**src/cosd_pkg.sv**
```systemverilog
// Shared types, constants and width helpers for the cosine distance engine.
package cosd_pkg;

   localparam int DEF_MAX_LENGTH    = 1024;
   localparam int DEF_ELEMENT_WIDTH = 16;
   localparam int CFG_W             = 11;
   localparam int DIST_W            = 18;
   localparam int VNUM_W            = 16;
   localparam int CSR_DATA_W        = 32;
   localparam int CSR_ADDR_W        = 2;
   localparam int FRAC_W            = 16;

   localparam logic [CFG_W-1:0]  LENGTH_RESET = CFG_W'(128);
   localparam logic [DIST_W-1:0] ONE_Q16      = DIST_W'(65536);
   localparam logic [DIST_W-1:0] TWO_Q16      = DIST_W'(131072);

   typedef enum logic [0:0] {
      REG_VECTOR_LENGTH = 1'b0
   } reg_index_type;

   typedef enum logic [0:0] {
      KIND_QUERY    = 1'b0,
      KIND_DATABASE = 1'b1
   } kind_type;

   typedef enum logic [3:0] {
      ST_IDLE,
      ST_MUL,
      ST_ACC,
      ST_QROOT,
      ST_VROOT,
      ST_DEN,
      ST_DIVGO,
      ST_DIV,
      ST_DONE
   } state_type;

   typedef struct packed {
      logic load;
      logic mul;
      logic acc;
      logic qroot_take;
      logic vroot_take;
      logic den;
      logic div_start;
      logic emit;
   } cmd_type;

   typedef struct packed {
      logic kind;
      logic last;
      logic sqrt_busy;
      logic div_busy;
      logic out_free;
   } sts_type;

   function automatic int sq_width(int ew, int ml);
      int w;
      w = 2 * ew - 1 + $clog2(ml);
      return (w > 64) ? 64 : w;
   endfunction

   function automatic int dot_width(int ew, int ml);
      int w;
      w = 2 * ew + $clog2(ml);
      return (w > 64) ? 64 : w;
   endfunction

   function automatic int num_width(int dw);
      return (dw + FRAC_W > 64) ? 64 : dw + FRAC_W;
   endfunction

endpackage

```
**src/cosd_ctrl.sv**
```systemverilog
// Sequencing state machine for accumulation, roots, divide and result hand-off.
module cosd_ctrl (
   input  logic              clock,
   input  logic              reset,
   input  logic              req_valid,
   output logic              req_ready,
   input  cosd_pkg::sts_type sts,
   output cosd_pkg::cmd_type cmd
);
   import cosd_pkg::*;

   state_type state_ff, state_in;

   always_comb begin
      state_in = state_ff;
      unique case (state_ff)
         ST_IDLE:  if (req_valid) state_in = ST_MUL;
         ST_MUL:   state_in = ST_ACC;
         ST_ACC: begin
            if (!sts.last) begin
               state_in = ST_IDLE;
            end else if (sts.kind == KIND_DATABASE) begin
               state_in = ST_VROOT;
            end else begin
               state_in = ST_QROOT;
            end
         end
         ST_QROOT: if (!sts.sqrt_busy) state_in = ST_IDLE;
         ST_VROOT: if (!sts.sqrt_busy) state_in = ST_DEN;
         ST_DEN:   state_in = ST_DIVGO;
         ST_DIVGO: state_in = ST_DIV;
         ST_DIV:   if (!sts.div_busy) state_in = ST_DONE;
         ST_DONE:  if (sts.out_free) state_in = ST_IDLE;
         default:  state_in = ST_IDLE;
      endcase
   end

   always_comb begin
      cmd            = '0;
      req_ready      = (state_ff == ST_IDLE);
      cmd.load       = (state_ff == ST_IDLE) && req_valid;
      cmd.mul        = (state_ff == ST_MUL);
      cmd.acc        = (state_ff == ST_ACC);
      cmd.qroot_take = (state_ff == ST_QROOT) && !sts.sqrt_busy;
      cmd.vroot_take = (state_ff == ST_VROOT) && !sts.sqrt_busy;
      cmd.den        = (state_ff == ST_DEN);
      cmd.div_start  = (state_ff == ST_DIVGO);
      cmd.emit       = (state_ff == ST_DONE) && sts.out_free;
   end

   always_ff @(posedge clock) begin
      if (reset) begin
         state_ff <= ST_IDLE;
      end else begin
         state_ff <= state_in;
      end
   end
endmodule

```
**config.mk**
```make
export PLATFORM = sky130hd
export DESIGN_NAME = cosd_ctrl
export DESIGN_NICKNAME = d
export VERILOG_FILES = /design/src/cosd_pkg.sv /design/src/cosd_ctrl.sv
export SDC_FILE = /design/constraint.sdc
export NUM_CORES = 1
export LEC_CHECK = 0
export BUFFER_PORTS_ARGS = -buffer_cell sky130_fd_sc_hd__buf_2
export CORE_AREA = 2 2 39 41
export CTS_BUF_LIST = sky130_fd_sc_hd__clkbuf_8
export CTS_CLUSTER_SIZE = 12
export DETAILED_ROUTE_END_ITERATION = 8
export DIE_AREA = 0 0 41 43
export GPL_TIMING_DRIVEN = 0
export MAX_ROUTING_LAYER = met4
export PLACE_DENSITY = 0.49
export SLEW_MARGIN = 20
export SYNTH_ARGS = -nofsm -noshare
export SYNTH_HDL_FRONTEND = slang
export SYNTH_SLANG_ARGS = --single-unit
```
**constraint.sdc**
```tcl
create_clock -name clock -period 1.57 [get_ports clock]
set_input_delay 0.157 -clock clock [delete_from_list [all_inputs] [get_ports clock]]
set_output_delay 0.157 -clock clock [all_outputs]
set_load 0.05 [all_outputs]
```
# After elaboration in Yosys (flattened, before gate mapping)
# Cells that the tools add are included.
# totals
word_cells	29
ff_bits	4
input_bits	8
# classes
n_mux	8
n_reduce_logical	7
n_eq_ne	13
# ops
op	n
$pmux 4 s9	1
$mux 4	5
$eq 4x3->1 const B	4
$ne 2x2->1 const B	5
$eq 4x2->1 const B	2
$mux 3	2
$reduce_and 5->1	1
$eq 4x1->1 const B	1
$eq 4x4->1 const B	1
$logic_and 1x1->1	4
$logic_not 4->1	1
$logic_not 1->1	1

# Logic depth before layout (Yosys ltp)
# Gate-level depths: netlist (run 1).
# logic_depth
depth_word	3
ltp_mapped	5

# Worst setup path after synthesis (run 1)
# No wires, ideal clock.
# synth_timing
path_kind	reg2out
from	register state_ff[3]
to	output cmd[7] (netlist name)
arrival_time_ps	2694
required_time_ps	1413
path_slack_ps	-1281
n_path_buf	1
stages_incl_launch_ff	4
cell_sequence	dfxtp_1 clkbuf_1 nor4_1 and2_1
# synth_rtl
element	line_no	text
from (decl)	cosd_ctrl.sv:12	state_type state_ff, state_in;
from (signal assigned)	cosd_ctrl.sv:55	state_ff <= state_in;
to (decl)	cosd_ctrl.sv:8	output cosd_pkg::cmd_type cmd

==> results of run 1 <==
## metal layers
layer | part of all wire, % | routed length [um]
met3 | 5.2 | 56
met4 | 0 | 0
met2 | 48 | 518
met1 | 47 | 504
met5 | 0 | 0
## power breakdown
part / total [mW] / switching (mW) / internal, mW / leakage (nW)
combinational: 0.799 / 0.517 / 0.281 / 0.177
sequential: 0.201 / 0.0599 / 0.141 / 0.0334
clock: 0.211 / 0.0480 / 0.163 / 0.0216
## metrics by stage
stage	setup TNS (ps)	utilization, %	hold slack, ps
final	0	44.3	135
after detailed placement	-506	37.9	359
after CTS	0	43.1	134
after global placement	-512	37.9	361
after global routing	-24.2	44.3	147
after floorplan	-924	-	226
## repair_timing
item | in CTS | in global routing
endpoints found under the setup margin | 10 | 3
hold buffers | 0 | 0
pin swaps | 0 | 0
resized for setup | 12 | 6
## placed cells by master, fill, tap and decap left out, types with 3 or more instances in the layout
cell type / Yosys / layout
nor2_1: 4 / 3
nand2b_1: 3 / 3
a31oi_1: 3 / 3
clkbuf_8: 0 / 4
buf_6: 0 / 4
buf_2: 2 / 11
nand2_1: 4 / 4
buf_4: 0 / 4
## worst max-delay path, delay by kind of cell, from the launching register on
family                 cells  cell delay (ps)
AND/OR/NAND/NOR            2              480
buffers and inverters      1              290
flip-flops                 1              330
## final timing paths
kind	start	endpoint	slack, ps	cells past startpoint
worst max register to register	state_ff[2]$_SDFFE_PP0P_	state_ff[1]$_SDFFE_PP0P_	100	4
worst max-delay path	state_ff[3]$_SDFFE_PP0P_	cmd[3]	90	3
worst min register to register	state_ff[1]$_SDFFE_PP0P_	state_ff[0]$_SDFFE_PP0P_	680	3
worst min-delay path	reset	state_ff[2]$_SDFFE_PP0P_	130	2
## logic make-up (layout without fill, tap and decap cells)
group / Yosys count / in the layout / synth area share, %
flip-flops: 4 / 4 / 22.5
buffers and inverters: 5 / 24 / 5.96
AO/OA/AOI/OAI: 12 / 12 / 24.9
AND/OR/NAND/NOR: 27 / 27 / 46.7
## area by class of cell
class,count,area [sq um],area share [%]
tap,16,20.0,3.27
inverter,1,3.75,0.612
sequential,4,82.6,13.5
clock buffer,3,41.3,6.73
buffer,4,43.8,7.14
multi-input combinational,39,322,52.4
timing repair buffer,16,100,16.3
==> results_dict.tcl, run 1 <==
set metrics [dict create \
    status "complete, no violations" \
    dominantRegCellSynth "dfxtp_1" \
    initial_core_util_pct 25.8 \
    cts.sinks 4 \
    insertion_delay_ps 210 \
    final_hold_viol_count 0 \
    htree_levels 1 \
    grt_usage_pct 13.7 \
    fin_worst_skew_ps 3.79 \
    syn_inst 48 \
    syn_nets 56 \
    top_register "state_ff" \
    dr.pass1.iters 2 \
    synth_seq_area_share_pct 22.5 \
    grt_pass1_vias 367 \
    final_antenna_net_count 0 \
    area_growth_pct 71.9 \
    yosysUniqueCellTypes 26 \
    crit_type "register to primary output" \
    drc 0 \
    layout-drive-gt1-share_pct 55.2 \
    synth_edf_count 0 \
    synth_top_cell_area_share_pct 22.5 \
    grt_max_degree 11 \
    end_kind "primary output" \
    core_sq_um 1380 \
    numCtsBuffers 3 \
    top_regs "state_ff (4)" \
    crit_fanout 5 \
    dieWidth_um 41 \
    setup_ws_ps 90.8 \
    hp-class "input pin to register" \
    period_share_pct 94.2 \
    cap_viol_max_count 0 \
    setup_viol 0 \
    crit_path_start_kind "register" \
    synthTopCellsByCount "dfxtp_1, nand2_1, nor2_1, nor3_1, nor4_1" \
    dpl_worst_slack_ps -191 \
    grt_use_met1_pct 18.1 \
    crit_chain "nand2b_1 -> nor4_2 -> buf_2" \
    largest_reg_flops 4 \
    slew_headroom_pct 77.3 \
    die_area_sq_um 1760 \
    grt_setup_unrepaired "yes" \
    post_cts_buffers 0 \
    use_met3_pct 7.85 \
    cp_slowest_cell "dfxtp_1" \
    cts_tree "yes" \
    fill_cells 145 \
    hpwl_um 791 \
    clockBufferDepth 2 \
    grt_pass1_wl_mm 1.61 \
    power_leakage_nw 0.232 \
    clock-root-buffer "clkbuf_8" \
    cp_data_required_time_ps 1410 \
    via_count 435 \
    dieHeight_um 43 \
    yosys_register_bits 4 \
    place_congestion 0.675 \
    fmax_ghz 0.676 \
    portBuffers 16 \
    p_total_mw 1.21 \
    synth_area_leaders "dfxtp_1, nor4_1, nor3_1, a31oi_1, nand2b_1" \
    nets 77 \
    arrival_ps 1320 \
    grt.busiest_layer "met2" \
    num_antenna_cells 0 \
    final_max_slew_viol_count 0 \
    routed_wirelength_mm 1.08 \
    overflow 0 \
    powerDensity_nw_per_um2 1970 \
    dp_cells 80 \
    place_area_sq_um 524 \
    antenna_found_initial 0 \
    placementRows 14 \
    period_needed_ps 1480 \
    routedWlPerCell_um 13.0 \
    irDropWorstVdd_uv 964 \
    clkSlewWorstSetupHoldPaths_ps 30 \
    syn_area_sq_um 357 \
    io_pins 17 \
    vias_per_cell 5.24 \
    synth_top_area_cell "dfxtp_1" \
    fin_area_sq_um 613 \
    worst_slew_pin_slew_ps 340 \
    dr.first_iter.drc_count 2 \
    yosys_warnings 0 \
    grtUsageMet2_pct 19.4 \
    avgSynthCellArea_sq_um 7.43 \
    async_flop_share_pct 0 \
    final_cells 83 \
    max_stage_delay_ps 330 \
]
No activity file was read; power rests on OpenSTA's default activity.
==> run 2: changes to the inputs <==
- CTS_BUF_LIST: sky130_fd_sc_hd__clkbuf_8 -> sky130_fd_sc_hd__clkbuf_4
==> run 2 against run 1 <==
  * Sequential power about the same
  * Clock power is 41% lower
  * Worst setup slack got worse by 20 ps
==> results_dict.tcl, run 2 (synthesized netlist as in run 1, its figures left out) <==
set metrics [dict create \
    status "complete, no violations" \
    combPwrFrac_pct 71.3 \
    setup_viol 0 \
    hp-class "input pin to register" \
    final_max_slew_viol_count 0 \
    path_delay_family "buffers and inverters" \
    final_cell_mix "buf_2, clkbuf_4, buf_4, nand2_1, buf_6" \
    final_cells 83 \
    fin_tns_setup_ps 0 \
    insertion_delay_ps 230 \
    postLayoutCoreUtil_pct 43.5 \
    swShare_pct 54.4 \
    fin_worst_skew_ps 3.67 \
    dieWidth_um 41 \
    max_stage_delay_ps 400 \
    num_antenna_cells 0 \
    end_kind "primary output" \
    overflow 0 \
    irDropWorstVdd_uv 740 \
    period_needed_ps 1500 \
    htree_levels 1 \
    worst_slew_pin_slew_ps 340 \
    cp_data_required_time_ps 1410 \
    dr.first_iter.drc_count 2 \
    slew_headroom_pct 77.4 \
    clockBufferDepth 2 \
    timing.hold.ws_ps 115 \
    routed_wirelength_mm 1.08 \
    cap_viol_max_count 0 \
    post_cts_buffers 0 \
    largest_reg_flops 4 \
    top_register "state_ff" \
    rrSetupSlack_ps 100 \
    cp_common_cell "buf_4" \
    crit_fanout 10 \
    dieHeight_um 43 \
    crit_type "register to primary output" \
    routedWlPerCell_um 13.0 \
    fmax_ghz 0.667 \
    cts.sinks 4 \
    internal_power_uw 517 \
    grt_setup_unrepaired "yes" \
    powerDensity_nw_per_um2 1890 \
    dr.pass1.iters 2 \
    cts_hold_buf 0 \
    power_leakage_nw 0.225 \
    final_hold_viol_count 0 \
    cp_num_buf_inv 2 \
    crit_path_start_kind "register" \
    portBuffers 16 \
    arrival_ps 1340 \
    drc 0 \
    cp_slowest_cell "dfxtp_2" \
    place_congestion 0.675 \
    nets 77 \
    vias_per_cell 5.24 \
    dp_cells 80 \
    placementRows 14 \
    clkSlewWorstSetupHoldPaths_ps 40 \
    clock-root-buffer "clkbuf_4" \
    numCtsBuffers 3 \
    antenna_found_initial 0 \
    fill_cells 150 \
    die_area_sq_um 1760 \
    clockPowerShare_pct 11.0 \
    grt_max_degree 11 \
    cts_tree "yes" \
    layout_commonest_cell "buf_2" \
    period_share_pct 95.5 \
    via_count 435 \
    switchingPower_uw 618 \
    final_antenna_net_count 0 \
    hpwl_um 791 \
    initial_core_util_pct 25.8 \
    top_regs "state_ff (4)" \
    grt_usage_pct 13.7 \
    io_pins 17 \
    crit_chain "buf_4 -> nand2_1 -> nor4_2 -> buf_4" \
    grt_pass1_vias 367 \
    grt_pass1_wl_mm 1.61 \
    power.share.sequential_pct 17.7 \
    core_sq_um 1380 \
    layout-drive-gt1-share_pct 56.7 \
    area_growth_pct 68.8 \
]
==> run 2: metal layers <==
metal | track usage, % | routed length, um
met2 | 19.4 | 518
met1 | 18.1 | 503
met5 | - | 0
met4 | 0 | 0
met3 | 7.85 | 55
==> run 2: final timing paths <==
kind,start,to,cells past startpoint
max,state_ff[1]$_SDFFE_PP0P_,cmd[4],4
min,reset,state_ff[2]$_SDFFE_PP0P_,2
max reg2reg,state_ff[2]$_SDFFE_PP0P_,state_ff[1]$_SDFFE_PP0P_,4
min reg2reg,state_ff[1]$_SDFFE_PP0P_,state_ff[0]$_SDFFE_PP0P_,3
==> run 2: power by group through the flow <==
stage	registers [mW]	logic, mW	clock network [mW]
5_1_grt	0.205	0.863	0.145
4_1_cts	0.194	0.794	0.133
3_3_place_gp	0.190	0.737	0
6_report	0.200	0.810	0.125
3_5_place_dp	0.190	0.738	0
2_1_floorplan	0.172	0.609	0
==> run 2: cell type report <==
| class | instances | area, sq um | area share [%] |
|---|---|---|---|
| Multi-Input combinational cell | 39 | 324 | 53.8 |
| Timing Repair Buffer | 16 | 105 | 17.5 |
| Sequential cell | 4 | 82.6 | 13.7 |
| Buffer | 4 | 43.8 | 7.28 |
| Tap cell | 16 | 20.0 | 3.33 |
| Inverter | 1 | 3.75 | 0.624 |
| Clock buffer | 3 | 22.5 | 3.74 |
==> run 2: per-stage QoR <==
step | power (mW) | setup WS [ps] | cell area [sq um]
3_5_place_dp | 0.928 | -191 | 524
3_3_place_gp | 0.927 | -191 | 524
6_report | 1.13 | 71.1 | 602
5_1_grt | 1.21 | -18.5 | 602
4_1_cts | 1.12 | 3.25 | 578
2_1_floorplan | 0.782 | -351 | 424
==> run 2: timing repair <==
item / in CTS / in global routing
setup endpoints to repair: 10 / 8
gates resized for setup: 12 / 9
gates cloned: 0 / 0
==> run 2: worst register-to-register path: stages (launching register included) <==
cell and delay [ps]:
dfxtp_1 340, or4_4 540, a21oi_2 210, o41a_1 200
a31oi_1 50
